`config.mk`:
```
export PLATFORM = sky130hd
export DESIGN_NAME = bounded_deque_with_search_top_flat
export DESIGN_NICKNAME = d
export VERILOG_FILES = /design/src/bdq_pkg.sv /design/src/bdq_req_if.sv /design/src/bdq_rsp_if.sv /design/src/bdq_ram.sv /design/src/bdq_ctrl.sv /design/src/bounded_deque_with_search_top.sv /design/src/flat_wrapper.sv
export SDC_FILE = /design/constraint.sdc
export NUM_CORES = 1
export LEC_CHECK = 0
export BUFFER_PORTS_ARGS = -buffer_cell sky130_fd_sc_hd__buf_4
export CORE_MARGIN = 10
export CORE_UTILIZATION = 45
export CTS_BUF_LIST = sky130_fd_sc_hd__clkbuf_4
export CTS_CLUSTER_SIZE = 16
export DETAILED_ROUTE_END_ITERATION = 8
export HOLD_SLACK_MARGIN = 0.12
export RECOVER_POWER = 50
export SLEW_MARGIN = 20
export SYNTH_ARGS = -nofsm -noshare
export SYNTH_HDL_FRONTEND = slang
export SYNTH_SLANG_ARGS = --single-unit
```
`constraint.sdc`:
```
create_clock -name clk -period 4.05 [get_ports clk]
set_input_delay 0.81 -clock clk [delete_from_list [all_inputs] [get_ports clk]]
set_output_delay 0.81 -clock clk [all_outputs]
set_load 0.005 [all_outputs]
```
`src/bdq_pkg.sv`:
```
// Shared types and constants for the bounded deque with search.
// Depends on nothing; every other file but bdq_ram imports it.
package bdq_pkg;

  // Default sizes of the store
  localparam int DEPTH_DEF       = 16;
  localparam int VALUE_WIDTH_DEF = 32;

  // Fixed field widths of the request and result channels
  localparam int KIND_W   = 3;
  localparam int DATA_W   = 32;
  localparam int POS_W    = 4;
  localparam int STATUS_W = 2;
  localparam int COUNT_W  = 5;

  // Operation codes
  localparam logic [KIND_W-1:0] KIND_INS_FRONT = 3'd0;
  localparam logic [KIND_W-1:0] KIND_INS_BACK  = 3'd1;
  localparam logic [KIND_W-1:0] KIND_REM_FRONT = 3'd2;
  localparam logic [KIND_W-1:0] KIND_REM_BACK  = 3'd3;
  localparam logic [KIND_W-1:0] KIND_SEARCH    = 3'd4;
  localparam logic [KIND_W-1:0] KIND_CHECK     = 3'd5;

  // Status codes
  localparam logic [STATUS_W-1:0] ST_OK    = 2'd0;
  localparam logic [STATUS_W-1:0] ST_EMPTY = 2'd1;
  localparam logic [STATUS_W-1:0] ST_FULL  = 2'd2;

  typedef struct packed {
    logic [KIND_W-1:0]        kind;
    logic signed [DATA_W-1:0] value;
    logic [POS_W-1:0]         position;
  } req_t;

  typedef struct packed {
    logic signed [DATA_W-1:0] removed_value;
    logic                     found;
    logic [POS_W-1:0]         match_position;
    logic [STATUS_W-1:0]      status;
    logic [COUNT_W-1:0]       entry_count;
    logic                     is_empty;
  } rsp_t;

endpackage

```
`src/bdq_req_if.sv`:
```
// Request channel: one deque operation per transfer.
// Depends on bdq_pkg for field widths.
interface bdq_req_if;
  import bdq_pkg::*;

  logic                     valid;
  logic                     ready;
  logic [KIND_W-1:0]        kind;
  logic signed [DATA_W-1:0] value;
  logic [POS_W-1:0]         position;

  modport source (output valid, kind, value, position, input ready);
  modport sink   (input valid, kind, value, position, output ready);
endinterface

```
`src/bdq_rsp_if.sv`:
```
// Result channel: one result per request.
// Depends on bdq_pkg for field widths.
interface bdq_rsp_if;
  import bdq_pkg::*;

  logic                     valid;
  logic                     ready;
  logic signed [DATA_W-1:0] removed_value;
  logic                     found;
  logic [POS_W-1:0]         match_position;
  logic [STATUS_W-1:0]      status;
  logic [COUNT_W-1:0]       entry_count;
  logic                     is_empty;

  modport source (output valid, removed_value, found, match_position, status,
                  entry_count, is_empty, input ready);
  modport sink   (input valid, removed_value, found, match_position, status,
                  entry_count, is_empty, output ready);
endinterface

```
`src/bdq_ram.sv`:
```
// Generic single-write, single-read RAM with registered read data.
// Depends on nothing.
module bdq_ram #(
  parameter int WIDTH = 32,
  parameter int DEPTH = 16
) (
  input  logic                                  clk,
  input  logic                                  we,
  input  logic [(DEPTH > 1 ? $clog2(DEPTH) : 1)-1:0] waddr,
  input  logic [WIDTH-1:0]                      wdata,
  input  logic                                  re,
  input  logic [(DEPTH > 1 ? $clog2(DEPTH) : 1)-1:0] raddr,
  output logic [WIDTH-1:0]                      rdata
);
  logic [WIDTH-1:0] mem [DEPTH];

  // Write port
  always_ff @(posedge clk) begin
    if (we) begin
      mem[waddr] <= wdata;
    end
  end

  // Read port; data holds while no read is issued
  always_ff @(posedge clk) begin
    if (re) begin
      rdata <= mem[raddr];
    end
  end
endmodule

```
`src/bdq_ctrl.sv`:
```
// Deque controller: front pointer, entry count, operation sequencer and
// search walk over the entry RAM. Depends on bdq_pkg.
module bdq_ctrl #(
  parameter int DEPTH       = bdq_pkg::DEPTH_DEF,
  parameter int VALUE_WIDTH = bdq_pkg::VALUE_WIDTH_DEF
) (
  input  logic                                  clk,
  input  logic                                  rst,
  input  logic                                  req_valid,
  output logic                                  req_ready,
  input  bdq_pkg::req_t                         req,
  output logic                                  res_valid,
  output bdq_pkg::rsp_t                         res,
  input  logic                                  out_free,
  output logic                                  ram_we,
  output logic [(DEPTH > 1 ? $clog2(DEPTH) : 1)-1:0] ram_waddr,
  output logic [VALUE_WIDTH-1:0]                ram_wdata,
  output logic                                  ram_re,
  output logic [(DEPTH > 1 ? $clog2(DEPTH) : 1)-1:0] ram_raddr,
  input  logic [VALUE_WIDTH-1:0]                ram_rdata
);
  import bdq_pkg::*;

  localparam int SW  = (DEPTH > 1) ? $clog2(DEPTH) : 1;
  localparam int CW  = $clog2(DEPTH + 1);
  localparam int PCW = (CW > POS_W) ? CW : POS_W;
  localparam logic [SW:0]   DEPTH_W  = (SW + 1)'(DEPTH);
  localparam logic [CW-1:0] DEPTH_C  = CW'(DEPTH);
  localparam logic [SW-1:0] LAST_OFF = SW'(DEPTH - 1);

  // Sequencer states
  localparam logic [1:0] S_IDLE = 2'd0;
  localparam logic [1:0] S_EXEC = 2'd1;
  localparam logic [1:0] S_SCAN = 2'd2;

  logic [1:0]        state, state_next;
  logic [SW-1:0]     front, front_next;
  logic [CW-1:0]     count, count_next;
  logic [SW-1:0]     idx, idx_next;
  logic [KIND_W-1:0] kind_r;
  logic [DATA_W-1:0] val_r;
  logic [POS_W-1:0]  pos_r;

  logic              accept;
  logic [CW-1:0]     cnt_m1;
  logic [VALUE_WIDTH-1:0] val_cmp;
  logic              hit;
  logic              last;
  logic [SW-1:0]     idx_inc;

  // Ring slot of the entry at a given offset from the front
  function automatic logic [SW-1:0] wrap_add(input logic [SW-1:0] a,
                                             input logic [SW-1:0] b);
    logic [SW:0] s;
    s = {1'b0, a} + {1'b0, b};
    if (s >= DEPTH_W) begin
      s = s - DEPTH_W;
    end
    return s[SW-1:0];
  endfunction

  assign req_ready = (state == S_IDLE);
  assign accept    = req_valid && req_ready;
  assign cnt_m1    = count - CW'(1);
  assign val_cmp   = VALUE_WIDTH'($unsigned(val_r));
  assign hit       = (ram_rdata == val_cmp);
  assign last      = (idx == cnt_m1[SW-1:0]);
  assign idx_inc   = idx + SW'(1);

  // Sequence one request at a time
  always_comb begin
    state_next = state;
    front_next = front;
    count_next = count;
    idx_next   = idx;
    ram_we     = 1'b0;
    ram_waddr  = '0;
    ram_wdata  = VALUE_WIDTH'($unsigned(val_r));
    ram_re     = 1'b0;
    ram_raddr  = '0;
    res_valid  = 1'b0;
    res        = '0;

    unique case (state)
      S_IDLE: begin
        // Issue the read a removal or a search needs
        if (accept) begin
          idx_next = '0;
          if (req.kind == KIND_REM_FRONT && count != '0) begin
            ram_re    = 1'b1;
            ram_raddr = front;
          end else if (req.kind == KIND_REM_BACK && count != '0) begin
            ram_re    = 1'b1;
            ram_raddr = wrap_add(front, cnt_m1[SW-1:0]);
          end else if (req.kind == KIND_SEARCH && count != '0) begin
            ram_re    = 1'b1;
            ram_raddr = front;
          end
          if (req.kind == KIND_SEARCH && count != '0) begin
            state_next = S_SCAN;
          end else begin
            state_next = S_EXEC;
          end
        end
      end

      S_EXEC: begin
        // Apply the operation and post the result
        if (out_free) begin
          unique case (kind_r)
            KIND_INS_FRONT: begin
              if (count == DEPTH_C) begin
                res.status = ST_FULL;
              end else begin
                ram_we     = 1'b1;
                ram_waddr  = wrap_add(front, LAST_OFF);
                front_next = wrap_add(front, LAST_OFF);
                count_next = count + CW'(1);
              end
            end
            KIND_INS_BACK: begin
              if (count == DEPTH_C) begin
                res.status = ST_FULL;
              end else begin
                ram_we     = 1'b1;
                ram_waddr  = wrap_add(front, count[SW-1:0]);
                count_next = count + CW'(1);
              end
            end
            KIND_REM_FRONT: begin
              if (count == '0) begin
                res.status = ST_EMPTY;
              end else begin
                res.removed_value = DATA_W'(ram_rdata);
                front_next        = wrap_add(front, SW'(1));
                count_next        = cnt_m1;
              end
            end
            KIND_REM_BACK: begin
              if (count == '0) begin
                res.status = ST_EMPTY;
              end else begin
                res.removed_value = DATA_W'(ram_rdata);
                count_next        = cnt_m1;
              end
            end
            KIND_CHECK: begin
              res.found = (PCW'(pos_r) < PCW'(count));
            end
            default: begin
              // search of an empty store and unused codes change nothing
            end
          endcase
          res.entry_count = COUNT_W'(count_next);
          res.is_empty    = (count_next == '0);
          res_valid       = 1'b1;
          state_next      = S_IDLE;
        end
      end

      S_SCAN: begin
        // Compare one entry per cycle, fetch the next on a miss
        if (hit || last) begin
          if (out_free) begin
            res.found          = hit;
            res.match_position = hit ? POS_W'(idx) : '0;
            res.entry_count    = COUNT_W'(count);
            res.is_empty       = 1'b0;
            res_valid          = 1'b1;
            state_next         = S_IDLE;
          end
        end else begin
          ram_re    = 1'b1;
          ram_raddr = wrap_add(front, idx_inc);
          idx_next  = idx_inc;
        end
      end

      default: begin
        state_next = S_IDLE;
      end
    endcase
  end

  // Control state
  always_ff @(posedge clk) begin
    if (rst) begin
      state <= S_IDLE;
      front <= '0;
      count <= '0;
    end else begin
      state <= state_next;
      front <= front_next;
      count <= count_next;
    end
  end

  // Hold the request and the walk offset
  always_ff @(posedge clk) begin
    idx <= idx_next;
    if (accept) begin
      kind_r <= req.kind;
      val_r  <= $unsigned(req.value);
      pos_r  <= req.position;
    end
  end
endmodule

```
`src/bounded_deque_with_search_top.sv`:
```
// Top level of the bounded deque with search: controller, entry RAM and
// result register. Depends on bdq_pkg, bdq_req_if, bdq_rsp_if, bdq_ctrl, bdq_ram.
//
//   port  dir   carries
//   req   in    kind, value, position (one operation)
//   rsp   out   removed_value, found, match_position, status, entry_count, is_empty
//
// One request is in work at a time. Inserts, removals, position checks, unused
// codes and a search of an empty deque pass from acceptance through the EXEC state
// to the result register; a search walks from the front through the SCAN state,
// one RAM read per entry walked. The single RAM read port sets the search time.
// Synchronous reset empties the deque at once; RAM contents are not cleared.
// A result waits in the output register while the next request is accepted;
// a result stalls in the controller only while that register is still full.
module bounded_deque_with_search_top #(
  parameter int DEPTH       = bdq_pkg::DEPTH_DEF,
  parameter int VALUE_WIDTH = bdq_pkg::VALUE_WIDTH_DEF
) (
  input logic        clk,
  input logic        rst,
  bdq_req_if.sink    req,
  bdq_rsp_if.source  rsp
);
  import bdq_pkg::*;

  localparam int AW = (DEPTH > 1) ? $clog2(DEPTH) : 1;

  req_t                   req_pl;
  rsp_t                   res;
  logic                   res_valid;
  rsp_t                   out_reg;
  logic                   out_valid;
  logic                   out_free;
  logic                   ram_we;
  logic [AW-1:0]          ram_waddr;
  logic [VALUE_WIDTH-1:0] ram_wdata;
  logic                   ram_re;
  logic [AW-1:0]          ram_raddr;
  logic [VALUE_WIDTH-1:0] ram_rdata;

  assign req_pl.kind     = req.kind;
  assign req_pl.value    = req.value;
  assign req_pl.position = req.position;

  bdq_ctrl #(
    .DEPTH       (DEPTH),
    .VALUE_WIDTH (VALUE_WIDTH)
  ) u_ctrl (
    .clk       (clk),
    .rst       (rst),
    .req_valid (req.valid),
    .req_ready (req.ready),
    .req       (req_pl),
    .res_valid (res_valid),
    .res       (res),
    .out_free  (out_free),
    .ram_we    (ram_we),
    .ram_waddr (ram_waddr),
    .ram_wdata (ram_wdata),
    .ram_re    (ram_re),
    .ram_raddr (ram_raddr),
    .ram_rdata (ram_rdata)
  );

  bdq_ram #(
    .WIDTH (VALUE_WIDTH),
    .DEPTH (DEPTH)
  ) u_ram (
    .clk   (clk),
    .we    (ram_we),
    .waddr (ram_waddr),
    .wdata (ram_wdata),
    .re    (ram_re),
    .raddr (ram_raddr),
    .rdata (ram_rdata)
  );

  // Result register: free when empty or being taken this cycle
  assign out_free = !out_valid || rsp.ready;

  always_ff @(posedge clk) begin
    if (rst) begin
      out_valid <= 1'b0;
    end else if (res_valid) begin
      out_valid <= 1'b1;
    end else if (rsp.ready) begin
      out_valid <= 1'b0;
    end
  end

  always_ff @(posedge clk) begin
    if (res_valid) begin
      out_reg <= res;
    end
  end

  assign rsp.valid          = out_valid;
  assign rsp.removed_value  = out_reg.removed_value;
  assign rsp.found          = out_reg.found;
  assign rsp.match_position = out_reg.match_position;
  assign rsp.status         = out_reg.status;
  assign rsp.entry_count    = out_reg.entry_count;
  assign rsp.is_empty       = out_reg.is_empty;
endmodule
```
`src/flat_wrapper.sv`:
```
// flat-port wrapper written by rule: the top's interface ports become plain ports
module bounded_deque_with_search_top_flat import bdq_pkg::*;
#(
  parameter int DEPTH       = bdq_pkg::DEPTH_DEF,
  parameter int VALUE_WIDTH = bdq_pkg::VALUE_WIDTH_DEF
)
  (clk, rst, req_valid, req_kind, req_value, req_position, req_ready, rsp_valid, rsp_removed_value, rsp_found, rsp_match_position, rsp_status, rsp_entry_count, rsp_is_empty, rsp_ready);
  bdq_req_if req_i ();
  bdq_rsp_if rsp_i ();
  input logic clk;
  input logic rst;
  input wire logic [$bits(req_i.valid)-1:0] req_valid;
  input wire logic [$bits(req_i.kind)-1:0] req_kind;
  input wire logic [$bits(req_i.value)-1:0] req_value;
  input wire logic [$bits(req_i.position)-1:0] req_position;
  output wire logic [$bits(req_i.ready)-1:0] req_ready;
  output wire logic [$bits(rsp_i.valid)-1:0] rsp_valid;
  output wire logic [$bits(rsp_i.removed_value)-1:0] rsp_removed_value;
  output wire logic [$bits(rsp_i.found)-1:0] rsp_found;
  output wire logic [$bits(rsp_i.match_position)-1:0] rsp_match_position;
  output wire logic [$bits(rsp_i.status)-1:0] rsp_status;
  output wire logic [$bits(rsp_i.entry_count)-1:0] rsp_entry_count;
  output wire logic [$bits(rsp_i.is_empty)-1:0] rsp_is_empty;
  input wire logic [$bits(rsp_i.ready)-1:0] rsp_ready;
  assign req_i.valid = req_valid;
  assign req_i.kind = req_kind;
  assign req_i.value = req_value;
  assign req_i.position = req_position;
  assign req_ready = req_i.ready;
  assign rsp_valid = rsp_i.valid;
  assign rsp_removed_value = rsp_i.removed_value;
  assign rsp_found = rsp_i.found;
  assign rsp_match_position = rsp_i.match_position;
  assign rsp_status = rsp_i.status;
  assign rsp_entry_count = rsp_i.entry_count;
  assign rsp_is_empty = rsp_i.is_empty;
  assign rsp_i.ready = rsp_ready;
  bounded_deque_with_search_top #(.DEPTH(DEPTH), .VALUE_WIDTH(VALUE_WIDTH)) u_core (.clk(clk), .rst(rst), .req(req_i), .rsp(rsp_i));
endmodule
```
==> results of run 1 <==
## repair_timing
action / in CTS / in global routing
endpoints found under the hold margin: 51 / 0
hold buffers: 40 / 0
setup endpoints to repair: 0 / 32
gates resized for setup: 0 / 1
## worst max-delay path, stage by stage (launching register included)
cell	delay, ps
edfxtp_1	310
clkbuf_1	550
xor2_1	210
nor4_1	590
buf_4	230
nand4_1	70
buf_4	180
o211ai_4	320
and2_4	330
buf_4	290
a21oi_1	70
a221o_1	390
nand4_1	110
## synthesized netlist by cell type, types with 2 or more instances
cell	count	share of area, %
dfxtp_1	12	0.92
a211o_1	64	2.2
nor3_1	8	0.15
a221o_1	66	2.5
o211ai_1	3	0.086
xnor3_1	2	0.17
o22ai_1	5	0.12
o21ai_0	12	0.23
xnor2_1	14	0.47
a21boi_0	32	0.92
o21ai_1	2	0.038
edfxtp_1	632	73
a21oi_1	176	3.4
buf_6	3	0.13
nor2_1	48	0.69
nand2_1	187	2.7
nor2b_1	4	0.096
nor4_1	10	0.24
nand2b_1	5	0.12
o211ai_2	2	0.096
or4_1	2	0.058
buf_2	29	0.56
inv_1	22	0.32
fa_1	3	0.23
and3_1	64	1.5
mux2i_1	35	1.3
a21o_1	4	0.12
and2_1	7	0.17
o21a_1	2	0.058
clkbuf_1	67	0.97
xor2_1	39	1.3
nand4_1	36	0.86
ha_1	20	0.96
buf_4	16	0.46
a211oi_1	66	1.9
nand3_1	7	0.13
## area by class of cell
cell class | instances | area, µm² | area share [%]
multi-input cells | 949 | 6390 | 20.7
clock buffers | 237 | 1780 | 5.77
repair buffers | 245 | 2190 | 7.10
well taps | 765 | 957 | 3.10
diodes | 6 | 15.0 | 0.0487
clock inverters | 35 | 209 | 0.678
inverters | 23 | 86.3 | 0.280
flip-flops and latches | 644 | 19200 | 62.3
## state kept, by name, summed over array words and instances (netlist names), 2 cells and up
register,count
u_core.u_ram.mem,512
u_core.rsp.removed_value,32
u_core.u_ctrl.ram_wdata,32
u_core.u_ram.rdata,32
u_core.rsp.entry_count,5
u_core.u_ctrl.count,5
u_core.rsp.match_position,4
u_core.u_ctrl.front,4
u_core.u_ctrl.idx,4
u_core.u_ctrl.pos_r,4
u_core.u_ctrl.kind_r,3
u_core.rsp.status,2
u_core.u_ctrl.state,2
## power breakdown
| group | leakage, nW | switching [mW] | total (mW) | internal, mW |
|---|---|---|---|---|
| registers | 5.78 | 0.117 | 7.60 | 7.49 |
| logic | 3.38 | 0.506 | 0.790 | 0.284 |
| clock network | 1.20 | 2.60 | 5.34 | 2.74 |
## layer usage
layer / part of all wire [%] / vias to the layer above / track usage, %
met2: 47 / 765 / 32.6
met5: 0 / - / 0
met3: 8.3 / 112 / 5.47
li1: - / 7455 / -
met1: 42 / 8303 / 28.0
met4: 2.8 / 0 / 9.04
## path summary, 6_finish.rpt
| kind | endpoint | slack (ps) |
|---|---|---|
| max | u_core.u_ram.rdata[9]$_DFFE_PP_ | 240 |
| min | u_core.u_ctrl.idx[1]$_SDFFCE_PP0P_ | 300 |
| max reg2reg | u_core.u_ram.rdata[9]$_DFFE_PP_ | 240 |
| min reg2reg | u_core.u_ctrl.state[0]$_SDFFE_PP0P_ | 500 |
## per-stage QoR
step                hold WS, ps  util, %  total power [mW]  instances
floorplan                   463        -              8.11       1732
global route                250     53.7              14.3       2904
global placement            476     49.8              8.51       2586
CTS                         183     53.9              13.9       2898
finish                      301     53.7              13.7       2904
detailed placement          489     49.8              8.53       2586
## cell families (layout without fill, tap and decap cells)
logic type	Yosys count	count (layout)	share of synthesized area (%)
flops	644	644	73.8
compound gates	444	444	12.0
simple gates	390	390	7.18
buf+inv	139	540	2.46
xor+xnor	55	55	1.96
mux	37	37	1.45
fa+ha+maj	23	23	1.19
other cells	0	6	0
==> reports/qor.txt, run 1 <==
sinks on the clock net = 644
most frequent cells in the layout = edfxtp_1 (632), clkbuf_4 (296), nand2_1 (184)
leak pwr = 10.4 nW
max-slew violation count = 58
crit path setup slack, layout = 240 ps
measured slew at the worst slew-check pin = 1960 ps
relative slew slack = -30.6%
FF+latch count, synth = 644
fraction of registers with async set/reset = 0%
wire length of the first global-routing pass = 106000 µm
Final GP Congestion = 0.834
Filler Cell Count = 4799
number of flops mapped to enable cells by yosys = 632
CTS root buf = clkbuf_4
site row count = 88
setup repair after global routing missed its margin = no
die height = 261 µm
Fin Setup TNS = 0 ps
total gr overflow = 0
Worst Path Class, Setup = flop to flop
number of antenna-violating nets in the routed design = 0
deepest clock path buffer count = 3
max capacitance violation total = 2
power per cell area = 445 nW/µm²
most common cell after layout, fill and taps aside = edfxtp_1
CTS tree = done
wire length per cell after detailed routing = 24.5 µm
worst-path fanout max = 17
x dimension of the die = 261 µm
count of input and output buffers = 89
Critical Path AT = 4650 ps
Post-DP HPWL = 41700 µm
DRC = 0
proportion of synthesized chip area in sequential cells = 73.8%
Overall Global Routing Usage = 21.1%
overall via count from detail_route = 16600
boundary pin count = 90
IR drop worst, VDD = 0.000238 V
post-route minimum period = 3810 ps
final clock skew = 74.9 ps
via count of the first global-routing pass = 16600
Syn Std Cell Area = 26000 µm²
worst r2r src = u_core.u_ctrl.ram_wdata[7]$_DFFE_PP_
total count of hold-check failures in the final report = 0
proportion of layout cells with a drive suffix above 1 = 21.3%
Synth warnings = 0
Die ar. = 67900 µm²
Finish-stage setup viols = 0
buffers inserted by post-CTS timing repair = 0
highest clock frequency the design can meet = 262 MHz
post-layout instance area = 30800 µm²
failing checks = capacitance limit, slew limit
flip-flop cell with the highest count after synthesis = edfxtp_1
Total Nets Final = 2096
min-delay src = req_valid
number of cells traversed by the worst register-to-register path = 12
post-placement setup slack = 122 ps
Critical Path Sink Type = flop
via density per instance = 5.73
drt pass-1 iters = 6
number of cells produced by synthesis = 1732
H-tree levels = 4
placeable core region = 57500 µm²
Setup crit start kind = flop
Avg Inst Size Synth = 15.0 µm²
largest net degree at the start of global routing = 89
effective utilization at floorplan = 45.3%
worst hold path type = primary input to flop
count of cell types in the netlist = 62
run status = finished, violations left
total nets after synthesis = 1798
number of buffers created by CTS = 167
number of stages on the worst hold path = 2
layout overhead on the synthesized area = 18.4%
part of the cycle the worst path needs = 94.1%
placed standard-cell area = 28600 µm²
Skew-Pair Late Insertion Delay = 1030 ps
Clock transition at path regs = 60 ps
initial antenna violation count = 3
beginning of the critical path = u_core.u_ctrl.ram_wdata[7]$_DFFE_PP_
wirelength, routed = 71300 µm
required time worst endpoint = 4890 ps
detailed router's first-iteration violation count = 1676
Power figures use the tool's default switching activity.
==> run 2, diff against run 1 <==
--- a/config.mk
+++ b/config.mk
@@ -5,6 +5,7 @@
 export SDC_FILE = /design/constraint.sdc
 export NUM_CORES = 1
 export LEC_CHECK = 0
+export ABC_AREA = 1
 export BUFFER_PORTS_ARGS = -buffer_cell sky130_fd_sc_hd__buf_4
 export CORE_MARGIN = 10
 export CORE_UTILIZATION = 45
==> run 2 against run 1 <==
  * The run now ends clean
  * Sequential share of layout area shrank 3.1 points
  * Sequential cell count unchanged
  * Maximum frequency up 5.1%
  * Worst hold slack improved by 97 ps
  * Core utilization fell by 1.1 points
  * Clock power grew 5.4%
  * Critical endpoint is now u_core.u_ram.rdata[15]$_DFFE_PP_
==> reports/qor.txt, run 2 <==
wirelength, routed = 71200 µm (was 71300 µm)
Worst Path Class, Setup = flop to flop (unchanged)
via density per instance = 5.14 (was 5.73)
x dimension of the die = 270 µm (was 261 µm)
max reg flops = 512 (unchanged)
sinks on the clock net = 644 (unchanged)
total count of hold-check failures in the final report = 0 (unchanged)
most repeated cell in the gate-level netlist after synthesis = nand2_1 (was edfxtp_1)
most common cell after layout, fill and taps aside = nand2_1 (was edfxtp_1)
register containing the most flip-flops in the final layout = u_core.u_ram.mem (unchanged)
FF+latch count, synth = 644 (unchanged)
setup repair after global routing missed its margin = no (unchanged)
proportion of synthesized chip area in sequential cells = 68.3% (was 73.8%)
Finish-stage setup viols = 0 (unchanged)
leading cell types by total area after synthesis = edfxtp_1 (67%), nand3_1 (10%), nand2_1 (8.7%) (was edfxtp_1 (73%), a21oi_1 (3.4%), nand2_1 (2.7%))
part of the cycle the worst path needs = 89.5% (was 94.1%)
post-route minimum period = 3630 ps (was 3810 ps)
largest area contributor in the netlist = edfxtp_1 (unchanged)
deepest clock path buffer count = 3 (unchanged)
layout overhead on the synthesized area = 15.5% (was 18.4%)
worst stage delay on the critical path = 530 ps (was 590 ps)
required time worst endpoint = 4800 ps (was 4890 ps)
Critical Path Sink Type = flop (unchanged)
die height = 270 µm (was 261 µm)
via count of the first global-routing pass = 19300 (was 16600)
max-slew violation count = 0 (was 58)
final clock skew = 48.2 ps (was 74.9 ps)
Die ar. = 72900 µm² (was 67900 µm²)
initial antenna violation count = 2 (was 3)
Skew-Pair Late Insertion Delay = 1000 ps (was 1030 ps)
Yosys top cell area share = 67.5% (was 72.9%)
fraction of registers with async set/reset = 0% (unchanged)
proportion of layout cells with a drive suffix above 1 = 14.1% (was 21.3%)
cell with the most instances on the worst path = nand3_1 (was buf_4)
placeable core region = 61800 µm² (was 57500 µm²)
Total Nets Final = 2887 (was 2096)
number of cells produced by synthesis = 2596 (was 1732)
Synth warnings = 0 (unchanged)
site row count = 91 (was 88)
worst-path fanout max = 146 (was 17)
DRC = 0 (unchanged)
top cell types by occurrence after synthesis = nand2_1 (655), edfxtp_1 (632), nand3_1 (590) (was edfxtp_1 (632), nand2_1 (187), a21oi_1 (176))
Critical Path AT = 4370 ps (was 4650 ps)
Post-DP HPWL = 39000 µm (was 41700 µm)
CTS root buf = clkbuf_4 (unchanged)
Overall Global Routing Usage = 19.4% (was 21.1%)
Clock transition at path regs = 70 ps (was 60 ps)
Setup crit start kind = flop (unchanged)
run status = complete, no violations (was finished, violations left)
chain of cells forming the critical path = inv_1 -> ha_1 -> nand2_4 -> nor2_1 -> nand2_4 -> nand4_2 -> o211ai_4 -> buf_12 -> nand3_1 -> nand3_1 -> nand3_1 -> nand3_1 -> nand2_1 (was clkbuf_1 -> xor2_1 -> nor4_1 -> buf_4 -> nand4_1 -> buf_4 -> o211ai_4 -> and2_4 -> buf_4 -> a21oi_1 -> a221o_1 -> nand4_1)
total gr overflow = 0 (unchanged)
wire length of the first global-routing pass = 110000 µm (was 106000 µm)
CTS tree = done (unchanged)
most frequent cells in the layout = nand2_1 (652), edfxtp_1 (632), nand3_1 (590) (was edfxtp_1 (632), clkbuf_4 (296), nand2_1 (184))
flip-flop cell with the highest count after synthesis = edfxtp_1 (unchanged)
boundary pin count = 90 (unchanged)
Avg Inst Size Synth = 10.8 µm² (was 15.0 µm²)
drt pass-1 iters = 5 (was 6)
GR peak layer = met2 (unchanged)
leak pwr = 13.2 nW (was 10.4 nW)
Crit path buffers/inverters = 2 (was 4)
Fin Setup TNS = 0 ps (unchanged)
global routing met2 resource utilization = 31.5% (was 32.6%)
grt met1 use = 24.7% (was 28.0%)
number of flops mapped to enable cells by yosys = 632 (unchanged)
detailed router's first-iteration violation count = 1579 (was 1676)
total nets after synthesis = 2662 (was 1798)
largest net degree at the start of global routing = 147 (was 89)
highest clock frequency the design can meet = 276 MHz (was 262 MHz)
number of antenna-violating nets in the routed design = 0 (unchanged)
IR drop worst, VDD = 0.000257 V (was 0.000238 V)
count of input and output buffers = 89 (unchanged)
buffers inserted by post-CTS timing repair = 0 (unchanged)
worst hold path type = primary input to flop (unchanged)
power per cell area = 423 nW/µm² (was 445 nW/µm²)
count of cell types in the netlist = 42 (was 62)
max capacitance violation total = 0 (was 2)
effective utilization at floorplan = 45.5% (was 45.3%)
critical path's top delay family = simple AND/OR/NAND/NOR gates (was buffers and inverters)
Syn Std Cell Area = 28100 µm² (was 26000 µm²)
Slowest cell on crit path = dfxtp_1 (was nor4_1)
relative slew slack = 3.50% (was -30.6%)
overall via count from detail_route = 19400 (was 16600)
measured slew at the worst slew-check pin = 1450 ps (was 1960 ps)
number of buffers created by CTS = 166 (was 167)
wire length per cell after detailed routing = 18.8 µm (was 24.5 µm)
H-tree levels = 4 (unchanged)
met3 usage = 4.06% (was 5.47%)
Final GP Congestion = 0.817 (was 0.834)
post-layout power = 13.7 mW (about the same)
[run 2: cell type report]
cell class / count / area, µm²
tap: 837 / 1050
timing repair buffer: 194 / 1690
clock inverter: 50 / 343
sequential: 644 / 19200
antenna: 3 / 7.51
inverter: 349 / 1310
clock buffer: 239 / 1790
multi-input combinational: 1466 / 7070
fill: 5476 / 29300
[run 2: through the flow]
stage                     utilization [%]  cells  setup WS, ps  hold WS (ps)  cell area, µm²
after floorplan                         -   2596           405           484           28100
after global placement               48.6   3449           560           503           30100
after detailed placement             48.6   3449           533           515           30100
after CTS                            52.7   3779           521           278           32600
after global routing                 52.5   3782           297           373           32500
final                                52.5   3782           423           398           32500
[run 2: power by group]
part	leakage (nW)	switching, mW	total [mW]	internal (mW)
Combinational	6.07	0.358	0.556	0.198
Clock	1.27	2.61	5.63	3.02
Sequential	5.85	0.106	7.55	7.45
Total	13.2	3.08	13.7	10.7
[run 2: cell families after synthesis]
| logic type | share of synthesized area (%) |
|---|---|
| flops | 68.3 |
| fa+ha+maj | 1.10 |
| simple gates | 21.0 |
| compound gates | 1.20 |
| buf+inv | 7.14 |
| xor+xnor | 1.21 |
[run 2: final timing paths]
check	endpoint	cells past startpoint	slack, ps	start
hold / removal	u_core.u_ctrl.state[0]$_SDFFE_PP0P_	4	400	req_valid
setup reg to reg	u_core.u_ram.rdata[15]$_DFFE_PP_	13	420	u_core.u_ctrl.count[0]$_SDFFE_PP0P_
setup / recovery	u_core.u_ram.rdata[15]$_DFFE_PP_	13	420	u_core.u_ctrl.count[0]$_SDFFE_PP0P_
hold reg to reg	u_core.u_ctrl.state[1]$_SDFFE_PP0P_	2	530	u_core.u_ctrl.state[1]$_SDFFE_PP0P_
[run 2: metal layers]
layer  vias up  wire, µm  part of all wire [%]
li1       9308         -                     -
met1      9325     30200                    42
met2       653     34400                    48
met3       141      4510                   6.3
met4         0      2170                   3.0
met5         -         0                     0
[run 2: timing repair]
action,4_1_cts,5_1_grt
hold endpoints to repair,51,0
gates resized for setup,0,0
hold buffers,41,0
[run 2: worst reg2reg max path, cell delays in order, from the launching register on]
cell      delay, ps
dfxtp_1         530
inv_1           260
ha_1            310
nand2_4          90
nor2_1          100
nand2_4         130
nand4_2         240
o211ai_4        460
buf_12          470
nand3_1         400
nand3_1         130
nand3_1          80
nand3_1         140
nand2_1          70
==> run 3, diff against run 2 <==
--- a/config.mk
+++ b/config.mk
@@ -13,8 +13,10 @@
 export CTS_CLUSTER_SIZE = 16
 export DETAILED_ROUTE_END_ITERATION = 8
 export HOLD_SLACK_MARGIN = 0.12
+export MAX_ROUTING_LAYER = met4
 export RECOVER_POWER = 50
 export SLEW_MARGIN = 20
 export SYNTH_ARGS = -nofsm -noshare
 export SYNTH_HDL_FRONTEND = slang
+export SYNTH_HIERARCHICAL = 1
 export SYNTH_SLANG_ARGS = --single-unit
==> run 3 against run 2 <==
  * Clock skew up 9.5 ps
  * Critical path type unchanged
  * Via count is 0.48% higher
  * Non-clock buffer count rose by 14
  * Total power up 35%
  * Worst hold slack gained 2.2 ps
  * Sequential cell count stayed put
  * Global-route usage grew 0.98 points
  * Synthesized cell count up 1.8%
  * Final area up 0.62%
==> reports/qor.txt, run 3 <==
H-tree levels = 4 (unchanged)
deepest clock path buffer count = 3 (unchanged)
Post-DP HPWL = 40800 µm (was 39000 µm)
share of total power consumed by net switching = 32.2% (was 22.4%)
Slowest cell on crit path = clkbuf_1 (was dfxtp_1)
total count of hold-check failures in the final report = 0 (unchanged)
leading cell types by total area after synthesis = edfxtp_1 (67%), nand2_1 (11%), nand3_1 (7.1%) (was edfxtp_1 (67%), nand3_1 (10%), nand2_1 (8.7%))
Yosys top cell area share = 67.2% (was 67.5%)
count of input and output buffers = 89 (unchanged)
total gr overflow = 0 (unchanged)
Worst Path Class, Setup = flop to flop (unchanged)
max capacitance violation total = 0 (unchanged)
wire length of the first global-routing pass = 112000 µm (was 110000 µm)
FF+latch count, synth = 644 (unchanged)
total nets after synthesis = 2709 (was 2662)
Logic pwr share = 23.0% (was 4.0%)
sinks on the clock net = 644 (unchanged)
final core occ = 52.8% (was 52.5%)
area occupied by multi-input gates = 6720 µm² (was 7070 µm²)
layout overhead on the synthesized area = 15.6% (was 15.5%)
x dimension of the die = 271 µm (was 270 µm)
Fin Setup TNS = 0 ps (unchanged)
Skew-Pair Late Insertion Delay = 1020 ps (was 1000 ps)
Total Nets Final = 2973 (was 2887)
number of buffers created by CTS = 169 (was 166)
max reg flops = 512 (unchanged)
number of antenna-violating nets in the routed design = 0 (unchanged)
number of flops mapped to enable cells by yosys = 632 (unchanged)
DRC = 0 (unchanged)
Finish-stage setup viols = 0 (unchanged)
top cell types by occurrence after synthesis = nand2_1 (797), edfxtp_1 (632), inv_1 (447) (was nand2_1 (655), edfxtp_1 (632), nand3_1 (590))
Synth warnings = 6 (was 0)
overall via count from detail_route = 19500 (was 19400)
effective utilization at floorplan = 45.6% (was 45.5%)
post-route minimum period = 3770 ps (was 3630 ps)
proportion of layout cells with a drive suffix above 1 = 14.4% (was 14.1%)
post-placement setup slack = 258 ps (was 533 ps)
worst-path fanout max = 17 (was 146)
wire length per cell after detailed routing = 18.7 µm (was 18.8 µm)
post-cts gate resize count = 0 (unchanged)
via count of the first global-routing pass = 19600 (was 19300)
CTS root buf = clkbuf_4 (unchanged)
fraction of power consumed by the clock network = 30.8% (was 41.0%)
worst hold path type = primary input to flop (unchanged)
post-route non-filler standard cell count = 3879 (was 3782)
Clock transition at path regs = 60 ps (was 70 ps)
Placed Cells incl. Taps = 3527 (was 3449)
worst stage delay on the critical path = 980 ps (was 530 ps)
Critical Path AT = 4440 ps (was 4370 ps)
boundary pin count = 90 (unchanged)
run status = complete, no violations (unchanged)
proportion of synthesized chip area in sequential cells = 68.0% (was 68.3%)
placeable core region = 61900 µm² (was 61800 µm²)
measured slew at the worst slew-check pin = 1260 ps (was 1450 ps)
site row count = 91 (unchanged)
Setup crit start kind = flop (unchanged)
most common cell after layout, fill and taps aside = nand2_1 (unchanged)
via density per instance = 5.03 (was 5.14)
count of cell types in the netlist = 48 (was 42)
final clock skew = 57.6 ps (was 48.2 ps)
relative slew slack = 16.0% (was 3.50%)
IR drop worst, VDD = 0.000462 V (was 0.000257 V)
die height = 271 µm (was 270 µm)
setup repair after global routing missed its margin = no (unchanged)
detailed router's first-iteration violation count = 1567 (was 1579)
drt pass-1 iters = 6 (was 5)
Overall Global Routing Usage = 20.4% (was 19.4%)
flip-flop cell with the highest count after synthesis = edfxtp_1 (unchanged)
initial antenna violation count = 2 (unchanged)
Filler Cell Count = 5573 (was 5476)
Critical Path Sink Type = flop (unchanged)
largest area contributor in the netlist = edfxtp_1 (unchanged)
max-slew violation count = 0 (unchanged)
wirelength, routed = 72600 µm (was 71200 µm)
CTS tree = done (unchanged)
number of cells produced by synthesis = 2643 (was 2596)
fraction of registers with async set/reset = 0% (unchanged)
crit path setup slack, layout = 277 ps (was 423 ps)
power per cell area = 568 nW/µm² (was 423 nW/µm²)
Sw Pwr = 5.96 mW (was 3.08 mW)
part of the power in registers = 46.1% (was 55.0%)
Final GP Congestion = 0.843 (was 0.817)
Syn Std Cell Area = 28300 µm² (was 28100 µm²)
register containing the most flip-flops in the final layout = u_core/u_ram/mem (was u_core.u_ram.mem)
internal power summed over all cells = 12.6 mW (was 10.7 mW)
most frequent cells in the layout = nand2_1 (796), edfxtp_1 (632), inv_1 (447) (was nand2_1 (652), edfxtp_1 (632), nand3_1 (590))
highest clock frequency the design can meet = 265 MHz (was 276 MHz)
most repeated cell in the gate-level netlist after synthesis = nand2_1 (unchanged)
largest net degree at the start of global routing = 134 (was 147)
Avg Inst Size Synth = 10.7 µm² (was 10.8 µm²)
required time worst endpoint = 4720 ps (was 4800 ps)
leak pwr = 13.6 nW (was 13.2 nW)
Die ar. = 73200 µm² (was 72900 µm²)
post-layout power = 18.6 mW (was 13.7 mW)
chain of cells forming the critical path = inv_1 -> ha_1 -> nand2_1 -> clkbuf_1 -> inv_1 -> nand2_1 -> clkbuf_1 -> nor2_1 (was inv_1 -> ha_1 -> nand2_4 -> nor2_1 -> nand2_4 -> nand4_2 -> o211ai_4 -> buf_12 -> nand3_1 -> nand3_1 -> nand3_1 -> nand3_1 -> nand2_1)
part of the cycle the worst path needs = 93.2% (was 89.5%)
sequential cell area = 19200 µm² (unchanged)
[run 3: final timing paths]
check	startpoint	to	slack [ps]	cells past startpoint
max reg2reg	u_core/u_ctrl/state[1]$_SDFFE_PP0P_	u_core/rsp.removed_value[13]$_DFFE_PP_	280	8
min	req_valid	u_core/u_ctrl/state[1]$_SDFFE_PP0P_	400	7
max	u_core/u_ctrl/state[1]$_SDFFE_PP0P_	u_core/rsp.removed_value[13]$_DFFE_PP_	280	8
min reg2reg	u_core/u_ctrl/count[4]$_SDFFE_PP0P_	u_core/u_ctrl/count[4]$_SDFFE_PP0P_	530	2
[run 3: area by class of cell]
cell class	instances	area share, %
Clock inverter	58	1.12
Sequential cell	644	58.8
Tap cell	837	3.20
Antenna cell	5	0.0383
Inverter	452	5.23
Multi-Input combinational cell	1432	20.6
Timing Repair Buffer	208	5.45
Clock buffer	243	5.58
[run 3: cells by family (layout without fill, tap and decap cells)]
| family | count (synthesis) | after routing | synth area share (%) |
|---|---|---|---|
| other | 0 | 5 | 0 |
| AO/OA/AOI/OAI | 53 | 53 | 1.14 |
| AND/OR/NAND/NOR | 1309 | 1309 | 19.6 |
| flip-flops | 644 | 644 | 68.0 |
| multiplexers | 1 | 1 | 0.0354 |
| adder cells (fa/ha/maj) | 23 | 23 | 1.10 |
| buffers and inverters | 567 | 961 | 8.72 |
| XOR/XNOR | 46 | 46 | 1.45 |
[run 3: per-layer routing]
| layer | part of all wire [%] | vias up | routed length (µm) | track usage [%] |
|---|---|---|---|---|
| li1 | - | 9257 | - | - |
| met1 | 43 | 9325 | 31400 | 25.6 |
| met2 | 47 | 767 | 34000 | 32.4 |
| met3 | 6.9 | 171 | 5040 | 3.64 |
| met4 | 3.0 | 0 | 2150 | 8.48 |
| met5 | 0 | - | 0 | - |
[run 3: worst max-delay path, delay by kind of cell, from the launching register on]
family,cells,cell delay [ps]
buffers and inverters,4,1840
adders and majority gates,1,200
DFF,1,340
and+or+nand+nor,3,1030
[run 3: repair_timing]
item | in CTS | in global routing
hold buffers | 41 | 0
setup buffers | 0 | 5
endpoints found under the setup margin | 0 | 1
hold endpoints to repair | 45 | 0
[run 3: through the flow]
stage,hold WS [ps],area (µm²)
after floorplan,488,28300
after global routing,432,32700
final,400,32700
after global placement,515,30200
after CTS,311,32800
after detailed placement,518,30200
[run 3: power by group through the flow]
stage | sequential, mW | clock, mW | combinational [mW]
after CTS | 8.58 | 5.88 | 4.35
after floorplan | 8.64 | 0 | 2.82
after detailed placement | 8.72 | 0 | 4.30
after global routing | 8.62 | 6.23 | 4.75
after global placement | 8.70 | 0 | 4.23
final | 8.56 | 5.72 | 4.28
